File: config.mk
export PLATFORM = sky130hd
export DESIGN_NAME = polyphase_interpolator_unit
export DESIGN_NICKNAME = d
export VERILOG_FILES = /design/src/hdl/ppi_pkg.sv /design/src/hdl/polyphase_interpolator_unit.sv /design/src/hdl/ppi_cmac.sv
export SDC_FILE = /design/constraint.sdc
export NUM_CORES = 2
export LEC_CHECK = 0
export ABC_AREA = 0
export BUFFER_PORTS_ARGS = -buffer_cell sky130_fd_sc_hd__buf_2
export CAP_MARGIN = 20
export CORE_ASPECT_RATIO = 0.7
export CORE_MARGIN = 2
export CORE_UTILIZATION = 30
export CTS_CLUSTER_DIAMETER = 30
export DETAILED_ROUTE_END_ITERATION = 8
export PLACE_DENSITY = 0.49
export SETUP_SLACK_MARGIN = 0.05
export SKIP_CTS_REPAIR_TIMING = 1
export SLEW_MARGIN = 30
export SYNTH_ARGS = -nofsm -noshare
export SYNTH_HDL_FRONTEND = slang
export SYNTH_SLANG_ARGS = --single-unit
File: constraint.sdc
create_clock -name clk_i -period 6.3 [get_ports clk_i]
set_input_delay 0 -clock clk_i [delete_from_list [all_inputs] [get_ports clk_i]]
set_output_delay 0 -clock clk_i [all_outputs]
set_load 0.02 [all_outputs]
File: src/hdl/ppi_pkg.sv
// ----------------------------------------------------------------------------
// ppi_pkg
// Item types and function codes shared by the polyphase interpolator files.
// ----------------------------------------------------------------------------
package ppi_pkg;

  localparam logic FUNC_COEF   = 1'b0;
  localparam logic FUNC_SAMPLE = 1'b1;

  localparam int unsigned SAMPLE_W = 16;
  localparam int unsigned PROD_W   = 2 * SAMPLE_W;
  localparam int unsigned FRAC_W   = 15;

  typedef struct packed {
    logic                       func;
    logic [5:0]                 coef_index;
    logic signed [SAMPLE_W-1:0] coef_value;
    logic signed [SAMPLE_W-1:0] sample_re;
    logic signed [SAMPLE_W-1:0] sample_im;
  } ppi_in_t;

  typedef struct packed {
    logic signed [SAMPLE_W-1:0] out_re;
    logic signed [SAMPLE_W-1:0] out_im;
    logic [1:0]                 phase_number;
    logic                       last_of_run;
  } ppi_out_t;

  // one tap of the complex multiply-accumulate
  typedef struct packed {
    logic valid;
    logic first;
    logic last;
  } ppi_mac_ctrl_t;

endpackage

File: src/hdl/polyphase_interpolator_unit.sv
// ----------------------------------------------------------------------------
// polyphase_interpolator_unit
// Complex polyphase FIR interpolator built around one shared complex MAC.
// ----------------------------------------------------------------------------
// Input channel (in_valid_i / in_stall_o / in_item_i): a coefficient item
// (func = 0) stores one prototype tap by flat index; an index at or beyond
// UP_FACTOR*TAPS_PER_PHASE is dropped. A sample item (func = 1) enters the
// delay ring and starts a run of UP_FACTOR result items, one per branch, in
// branch order, the last one flagged.
// Output channel (out_valid_o / out_stall_i / out_item_o): each result is
// held in an output register until taken; a stall simply holds the branch
// sequencer, nothing is lost.
// Each branch feeds TAPS_PER_PHASE taps through the shared MAC and its read,
// multiply, accumulate and gain pipeline, then holds its result in the output
// stage; a stalled output holds the branch. The input is stalled for the
// whole run and reopens once the last result of the run is taken, so a new
// sample item is not taken before the previous run is through.
// After reset a clearing pass zeroes the coefficient and sample memories;
// the input is stalled meanwhile.
// ----------------------------------------------------------------------------
module polyphase_interpolator_unit import ppi_pkg::*; #(
  parameter int unsigned UP_FACTOR      = 4,
  parameter int unsigned TAPS_PER_PHASE = 16
) (
  input  logic     clk_i,
  input  logic     rst_ni,
  input  logic     in_valid_i,
  output logic     in_stall_o,
  input  ppi_in_t  in_item_i,
  output logic     out_valid_o,
  input  logic     out_stall_i,
  output ppi_out_t out_item_o
);

  localparam int unsigned NUM_TAPS = UP_FACTOR * TAPS_PER_PHASE;
  localparam int unsigned CAW      = $clog2(NUM_TAPS);
  localparam int unsigned RAW      = $clog2(TAPS_PER_PHASE);
  localparam int unsigned PW       = $clog2(UP_FACTOR);

  localparam logic [2:0] ST_CLEAR = 3'd0;
  localparam logic [2:0] ST_IDLE  = 3'd1;
  localparam logic [2:0] ST_RUN   = 3'd2;
  localparam logic [2:0] ST_WAIT  = 3'd3;
  localparam logic [2:0] ST_OUT   = 3'd4;

  logic [2:0]     state_q, state_d;
  logic [CAW-1:0] clr_q, clr_d;
  logic [RAW-1:0] wp_q, wp_d;
  logic [RAW-1:0] pos_q, pos_d;
  logic [RAW-1:0] tap_q, tap_d;
  logic [CAW-1:0] caddr_q, caddr_d;
  logic [PW-1:0]  phase_q, phase_d;
  logic [1:0]     phase_ext;
  logic           in_acc, out_acc, last_tap, last_phase;

  // memories
  logic signed [SAMPLE_W-1:0]   coef_mem [NUM_TAPS];
  logic [2*SAMPLE_W-1:0]        ring_mem [TAPS_PER_PHASE];
  logic                         cw_en, rw_en;
  logic [CAW-1:0]               cw_addr;
  logic signed [SAMPLE_W-1:0]   cw_data;
  logic [RAW-1:0]               rw_addr;
  logic [2*SAMPLE_W-1:0]        rw_data;
  logic signed [SAMPLE_W-1:0]   coef_rd_q;
  logic [2*SAMPLE_W-1:0]        ring_rd_q;
  ppi_mac_ctrl_t                rd_ctrl_q, rd_ctrl_d;

  logic                         mac_done;
  logic signed [SAMPLE_W-1:0]   mac_re, mac_im;
  ppi_out_t                     out_q;

  assign in_stall_o  = (state_q != ST_IDLE);
  assign out_valid_o = (state_q == ST_OUT);
  assign out_item_o  = out_q;
  assign in_acc      = in_valid_i & ~in_stall_o;
  assign out_acc     = out_valid_o & ~out_stall_i;
  assign last_tap    = (tap_q == RAW'(TAPS_PER_PHASE - 1));
  assign last_phase  = (phase_q == PW'(UP_FACTOR - 1));
  assign phase_ext   = 2'(phase_q);

  // memory write ports: clearing pass, coefficient item, sample item
  always_comb begin
    cw_en   = 1'b0;
    cw_addr = clr_q;
    cw_data = '0;
    rw_en   = 1'b0;
    rw_addr = RAW'(clr_q);
    rw_data = '0;
    if (state_q == ST_CLEAR) begin
      cw_en = 1'b1;
      rw_en = (32'(clr_q) < TAPS_PER_PHASE);
    end else if (in_acc && in_item_i.func == FUNC_COEF) begin
      cw_en   = (32'(in_item_i.coef_index) < NUM_TAPS);
      cw_addr = CAW'(in_item_i.coef_index);
      cw_data = in_item_i.coef_value;
    end else if (in_acc && in_item_i.func == FUNC_SAMPLE) begin
      rw_en   = 1'b1;
      rw_addr = wp_q;
      rw_data = {in_item_i.sample_re, in_item_i.sample_im};
    end
  end

  always_ff @(posedge clk_i) begin
    if (cw_en) begin
      coef_mem[cw_addr] <= cw_data;
    end
    coef_rd_q <= coef_mem[caddr_q];
  end

  always_ff @(posedge clk_i) begin
    if (rw_en) begin
      ring_mem[rw_addr] <= rw_data;
    end
    ring_rd_q <= ring_mem[pos_q];
  end

  // branch sequencer
  always_comb begin
    state_d   = state_q;
    clr_d     = clr_q;
    wp_d      = wp_q;
    pos_d     = pos_q;
    tap_d     = tap_q;
    caddr_d   = caddr_q;
    phase_d   = phase_q;
    rd_ctrl_d = '0;
    unique case (state_q)
      ST_CLEAR: begin
        clr_d = clr_q + CAW'(1);
        if (clr_q == CAW'(NUM_TAPS - 1)) begin
          state_d = ST_IDLE;
        end
      end
      ST_IDLE: begin
        if (in_acc && in_item_i.func == FUNC_SAMPLE) begin
          pos_d   = wp_q;
          tap_d   = '0;
          caddr_d = '0;
          phase_d = '0;
          state_d = ST_RUN;
        end
      end
      ST_RUN: begin
        rd_ctrl_d.valid = 1'b1;
        rd_ctrl_d.first = (tap_q == '0);
        rd_ctrl_d.last  = last_tap;
        pos_d   = (pos_q == '0) ? RAW'(TAPS_PER_PHASE - 1) : pos_q - RAW'(1);
        caddr_d = caddr_q + CAW'(UP_FACTOR);
        tap_d   = tap_q + RAW'(1);
        if (last_tap) begin
          tap_d   = '0;
          state_d = ST_WAIT;
        end
      end
      ST_WAIT: begin
        if (mac_done) begin
          state_d = ST_OUT;
        end
      end
      ST_OUT: begin
        if (out_acc) begin
          if (last_phase) begin
            wp_d    = (wp_q == RAW'(TAPS_PER_PHASE - 1)) ? '0 : wp_q + RAW'(1);
            state_d = ST_IDLE;
          end else begin
            phase_d = phase_q + PW'(1);
            pos_d   = wp_q;
            caddr_d = CAW'(phase_q) + CAW'(1);
            state_d = ST_RUN;
          end
        end
      end
      default: begin
        state_d = ST_IDLE;
      end
    endcase
  end

  always_ff @(posedge clk_i or negedge rst_ni) begin
    if (!rst_ni) begin
      state_q   <= ST_CLEAR;
      clr_q     <= '0;
      wp_q      <= '0;
      pos_q     <= '0;
      tap_q     <= '0;
      caddr_q   <= '0;
      phase_q   <= '0;
      rd_ctrl_q <= '0;
    end else begin
      state_q   <= state_d;
      clr_q     <= clr_d;
      wp_q      <= wp_d;
      pos_q     <= pos_d;
      tap_q     <= tap_d;
      caddr_q   <= caddr_d;
      phase_q   <= phase_d;
      rd_ctrl_q <= rd_ctrl_d;
    end
  end

  ppi_cmac #(
    .UP_FACTOR      (UP_FACTOR),
    .TAPS_PER_PHASE (TAPS_PER_PHASE)
  ) u_cmac (
    .clk_i     (clk_i),
    .rst_ni    (rst_ni),
    .ctrl_i    (rd_ctrl_q),
    .samp_re_i ($signed(ring_rd_q[2*SAMPLE_W-1:SAMPLE_W])),
    .samp_im_i ($signed(ring_rd_q[SAMPLE_W-1:0])),
    .coef_i    (coef_rd_q),
    .done_o    (mac_done),
    .res_re_o  (mac_re),
    .res_im_o  (mac_im)
  );

  // output register, loaded once per branch
  always_ff @(posedge clk_i) begin
    if (state_q == ST_WAIT && mac_done) begin
      out_q.out_re       <= mac_re;
      out_q.out_im       <= mac_im;
      out_q.phase_number <= phase_ext;
      out_q.last_of_run  <= last_phase;
    end
  end

  a_done_in_wait: assert property (@(posedge clk_i) disable iff (!rst_ni)
    mac_done |-> state_q == ST_WAIT)
    else $error("mac result outside wait state");

  a_rd_in_run: assert property (@(posedge clk_i) disable iff (!rst_ni)
    rd_ctrl_q.valid |-> (state_q == ST_RUN || state_q == ST_WAIT))
    else $error("memory read issued outside a branch run");

  a_wp_advance: assert property (@(posedge clk_i) disable iff (!rst_ni)
    (out_acc && out_q.last_of_run) |=> (wp_q != $past(wp_q) && state_q == ST_IDLE))
    else $error("write pointer did not advance at end of run");

  a_tap_idle: assert property (@(posedge clk_i) disable iff (!rst_ni)
    (state_q == ST_IDLE || state_q == ST_OUT) |-> tap_q == '0)
    else $error("tap counter not rewound between branches");

endmodule

File: src/hdl/ppi_cmac.sv
// ----------------------------------------------------------------------------
// ppi_cmac
// Shared complex-by-real multiply-accumulate with gain, shift and saturation.
// ----------------------------------------------------------------------------
module ppi_cmac import ppi_pkg::*; #(
  parameter int unsigned UP_FACTOR      = 4,
  parameter int unsigned TAPS_PER_PHASE = 16
) (
  input  logic                       clk_i,
  input  logic                       rst_ni,
  input  ppi_mac_ctrl_t              ctrl_i,
  input  logic signed [SAMPLE_W-1:0] samp_re_i,
  input  logic signed [SAMPLE_W-1:0] samp_im_i,
  input  logic signed [SAMPLE_W-1:0] coef_i,
  output logic                       done_o,
  output logic signed [SAMPLE_W-1:0] res_re_o,
  output logic signed [SAMPLE_W-1:0] res_im_o
);

  localparam int unsigned ACC_W = PROD_W + $clog2(TAPS_PER_PHASE) + 1;
  localparam int unsigned SC_W  = ACC_W + $clog2(UP_FACTOR) + 1;
  localparam logic signed [SC_W-1:0] GAIN  = SC_W'(UP_FACTOR);
  localparam logic signed [SC_W-1:0] MAX_V = SC_W'(32767);
  localparam logic signed [SC_W-1:0] MIN_V = -SC_W'(32768);

  ppi_mac_ctrl_t            s1_q;
  logic signed [PROD_W-1:0] prod_re_q, prod_im_q;
  logic                     s2_last_q;
  logic signed [ACC_W-1:0]  acc_re_q, acc_im_q, acc_re_d, acc_im_d;
  logic                     done_q;
  logic signed [SC_W-1:0]   sc_re_q, sc_im_q;
  logic signed [SC_W-1:0]   sh_re, sh_im;

  always_ff @(posedge clk_i or negedge rst_ni) begin
    if (!rst_ni) begin
      s1_q      <= '0;
      s2_last_q <= 1'b0;
      done_q    <= 1'b0;
    end else begin
      s1_q      <= ctrl_i;
      s2_last_q <= s1_q.valid & s1_q.last;
      done_q    <= s2_last_q;
    end
  end

  // stage 1: products
  always_ff @(posedge clk_i) begin
    if (ctrl_i.valid) begin
      prod_re_q <= samp_re_i * coef_i;
      prod_im_q <= samp_im_i * coef_i;
    end
  end

  // stage 2: accumulate
  always_comb begin
    acc_re_d = s1_q.first ? ACC_W'(prod_re_q) : acc_re_q + ACC_W'(prod_re_q);
    acc_im_d = s1_q.first ? ACC_W'(prod_im_q) : acc_im_q + ACC_W'(prod_im_q);
  end

  always_ff @(posedge clk_i) begin
    if (s1_q.valid) begin
      acc_re_q <= acc_re_d;
      acc_im_q <= acc_im_d;
    end
  end

  // stage 3: interpolation gain
  always_ff @(posedge clk_i) begin
    if (s2_last_q) begin
      sc_re_q <= SC_W'(acc_re_q) * GAIN;
      sc_im_q <= SC_W'(acc_im_q) * GAIN;
    end
  end

  // floor shift then clamp to 16 bits
  always_comb begin
    sh_re = sc_re_q >>> FRAC_W;
    sh_im = sc_im_q >>> FRAC_W;
    if (sh_re > MAX_V)      res_re_o = 16'sh7fff;
    else if (sh_re < MIN_V) res_re_o = 16'sh8000;
    else                    res_re_o = SAMPLE_W'(sh_re);
    if (sh_im > MAX_V)      res_im_o = 16'sh7fff;
    else if (sh_im < MIN_V) res_im_o = 16'sh8000;
    else                    res_im_o = SAMPLE_W'(sh_im);
  end

  assign done_o = done_q;

endmodule
==> results.json <==
{
  "relSlewSlack": 0.317,
  "cts_buffers": 350,
  "synth_edf_count": 1757,
  "die-area_um2": 312000,
  "critPathKind": "flip-flop to flip-flop",
  "die_h_um": 468,
  "ys.flop_type": "edfxtp_1",
  "dp.cells": 9925,
  "cts_tree": "yes",
  "syn_avg_cell_area_um2": 16.0,
  "grt_most_used_layer": "met1",
  "final.setup_skew_ps": 47.8,
  "cts_root_buf": "clkbuf_16",
  "endpoint": "u_cmac.prod_im_q[30]",
  "r2r_cells": 24,
  "gp_congestion": 0.815,
  "synth_warnings": 0,
  "setup_viol_count_final": 0,
  "crit_slowest_cell": "fa_1",
  "r2r_start": "coef_rd_q[5]",
  "use_met2": 0.221,
  "synth_top_cell_area_share": 0.572,
  "drtIter0Drc": 4452,
  "async_flop_share": 0.0201,
  "area_delta_synth_final_pct": 22.0,
  "cp_data_required_time_ps": 6880,
  "grt-ovfl-total": 0,
  "chipWidth_um": 667,
  "slowest_delay_ps": 570,
  "fmax_ghz": 0.164,
  "synth_area_um2": 92300,
  "fin_util": 0.367,
  "worstPathCellList": "buf_12 > and2_4 > fa_1 > inv_2 > fa_1 > fa_1 > inv_1 > fa_1 > fa_1 > inv_2 > fa_1 > inv_2 > ha_4 > buf_6 > nand4_1 > inv_1 > a221o_1 > a21oi_2 > a31oi_4 > a211o_1 > a21oi_2 > o21bai_1 > a21oi_1 > xnor2_1",
  "synth.ff_latch_count": 1842,
  "post-route-period-util": 0.970,
  "grt_pass1_wl_um": 354000,
  "arrival_ps": 6690,
  "cp_num_cells": 24,
  "avgRoutedWirePerCell_um": 22.6,
  "rows": 170,
  "finalNonFillerCells": 10600,
  "synth_commonest_cells": "edfxtp_1 (1757), inv_1 (626), fa_1 (526), mux4_2 (448), nand2_1 (412)",
  "grt_use_met1": 0.234,
  "fin_nets": 7128,
  "cts.sinks": 1842,
  "floorplan.initialDensity": 0.301,
  "drt_first_pass_iters": 6,
  "synth_area_leaders": "edfxtp_1 (57%), fa_1 (11%), mux4_2 (11%), ha_1 (3.3%), inv_1 (2.5%)",
  "rr_endpoint": "u_cmac.prod_im_q[30]",
  "slew_viol_final": 0,
  "ys_types": 81,
  "outcome": "finished, final reports clean",
  "tightestPinTransition_ps": 1020,
  "min_period_ps": 6110,
  "ios": 96,
  "start_kind": "flip-flop",
  "cts.reportedPaths.clkPinSlew_ps": 50,
  "synthCells": 5755,
  "drv_cap": 0,
  "hp-class": "input port to flip-flop",
  "grt_util_met3": 0.0283,
  "grt_pass1_vias": 53000,
  "clk_latency_ps": 860,
  "ctsLongestPathBuffers": 4,
  "crit_path_end_kind": "flip-flop",
  "drive_above_1_share": 0.241,
  "crit_top_cell": "fa_1",
  "cp_max_fo": 5,
  "drc": 0,
  "cpLargestDelayFamily": "adder cells",
  "yosysMostFrequentCell": "edfxtp_1",
  "crit_start": "coef_rd_q[5]",
  "grt.total_usage": 0.153,
  "totalWireLength_um": 240000,
  "hold_viol_final": 0,
  "vias": 50900,
  "hold_ws_ps": 9.57,
  "grt_max_degree": 107,
  "finalSetupTns_ps": 0,
  "antenna_found_initial": 21,
  "yosysTopAreaCell": "edfxtp_1",
  "ant_nets": 0,
  "via_per_inst": 4.79,
  "regToRegSetupSlack_ps": 190,
  "synth_fp_nets": 6583,
  "cts-htree-levels": 5,
  "seq_area_frac_synth": 0.592,
  "crit_buf_inv": 7,
  "core-area_um2": 306000,
  "portBuffers": 95,
  "dpl.hpwl_um": 154000,
  "rsz0062_at_grt": "yes"
}
==> cell type report <==
cell class | instances | area [um2]
well taps | 4042 | 5060
fillers | 28800 | 194000
repair buffers | 437 | 3760
flip-flops and latches | 1842 | 54700
diodes | 9 | 22.5
multi-input cells | 3041 | 34800
inverters | 628 | 2360
clock inverters | 248 | 2820
clock buffers | 389 | 9040
==> through the flow <==
step	cell area, um2	worst slack (ps)
5_1_grt	113000	-34.2
4_1_cts	111000	-205
6_report	113000	191
3_3_place_gp	99500	-68.9
3_5_place_dp	99600	-178
2_1_floorplan	92300	95.3
==> flip-flops by register name, indices dropped and copies added, names as in the netlist, 2 cells and up <==
register and count:
u_cmac.sc_im_q 24, u_cmac.sc_re_q 24, out_item_o 35, state_q 3, u_cmac.s1_q 3, u_cmac.acc_im_q 37
u_cmac.prod_im_q 32, pos_q 4, coef_mem 1024, tap_q 4, coef_rd_q 16, clr_q 6
ring_mem 512, rd_ctrl_q 3, wp_q 4, ring_rd_q 32, caddr_q 6, u_cmac.acc_re_q 37
u_cmac.prod_re_q 32, phase_ext 2
==> worst min-delay path by stage <==
stage | start | end | slack (ps) | depth (start not counted)
6_report | in_item_i[35] | coef_mem[31][3] | 10 | 3
3_3_place_gp | rst_ni | clr_q[0] | 200 | 1
5_1_grt | in_item_i[41] | coef_mem[28][9] | 10 | 3
4_1_cts | rst_ni | caddr_q[0] | -730 | 1
2_1_floorplan | rst_ni | caddr_q[0] | -300 | 0
3_5_place_dp | rst_ni | clr_q[0] | 210 | 1
==> per-layer routing <==
| layer | share of wire | up-vias |
|---|---|---|
| li1 | - | 22300 |
| met1 | 0.49 | 26900 |
| met2 | 0.43 | 1366 |
| met3 | 0.059 | 358 |
| met4 | 0.022 | 4 |
| met5 | 0.000092 | - |
==> cell families after synthesis <==
family | after synthesis | synth area share
mux | 524 | 0.118
simple gates | 1059 | 0.0557
fa+ha+maj | 769 | 0.147
flops | 1842 | 0.592
compound gates | 550 | 0.0382
buf+inv | 872 | 0.0357
xor+xnor | 139 | 0.0132
==> worst register-to-register path, cell delays in order (launching register included) <==
cell	delay [ps]
dfxtp_4	360
buf_12	150
and2_4	160
fa_1	510
inv_2	40
fa_1	470
fa_1	490
inv_1	50
fa_1	500
fa_1	570
inv_2	40
fa_1	490
inv_2	50
ha_4	210
buf_6	110
nand4_1	70
inv_1	60
a221o_1	330
a21oi_2	230
a31oi_4	130
a211o_1	330
a21oi_2	150
o21bai_1	100
a21oi_1	160
xnor2_1	70
==> cells in the final DEF, fill, tap and decap left out, drive strengths merged, types with 8 or more instances in the layout <==
master / n
or3: 14
clkbuf: 393
and2: 303
a221oi: 18
nor3: 29
a31oi: 27
a21o: 43
dlygate4sd3: 39
nor2b: 11
o31ai: 13
buf: 394
o22ai: 8
nand2b: 30
dfxtp: 48
nand3: 28
nand4: 12
edfxtp: 1757
a211oi: 18
a22oi: 18
o21bai: 18
nand2: 412
clkinv: 133
and3: 20
dfrtp: 37
mux4: 448
mux2: 22
mux2i: 54
nor2: 170
inv: 653
clkinvlp: 42
o21a: 46
o21ai: 168
o211ai: 11
ha: 243
a21oi: 118
bufinv: 48
fa: 526
xnor2: 98
diode: 9
xor2: 41
Power is not shown: default switching activity piles up to over one toggle a cycle in this logic, so the estimate is an artifact.
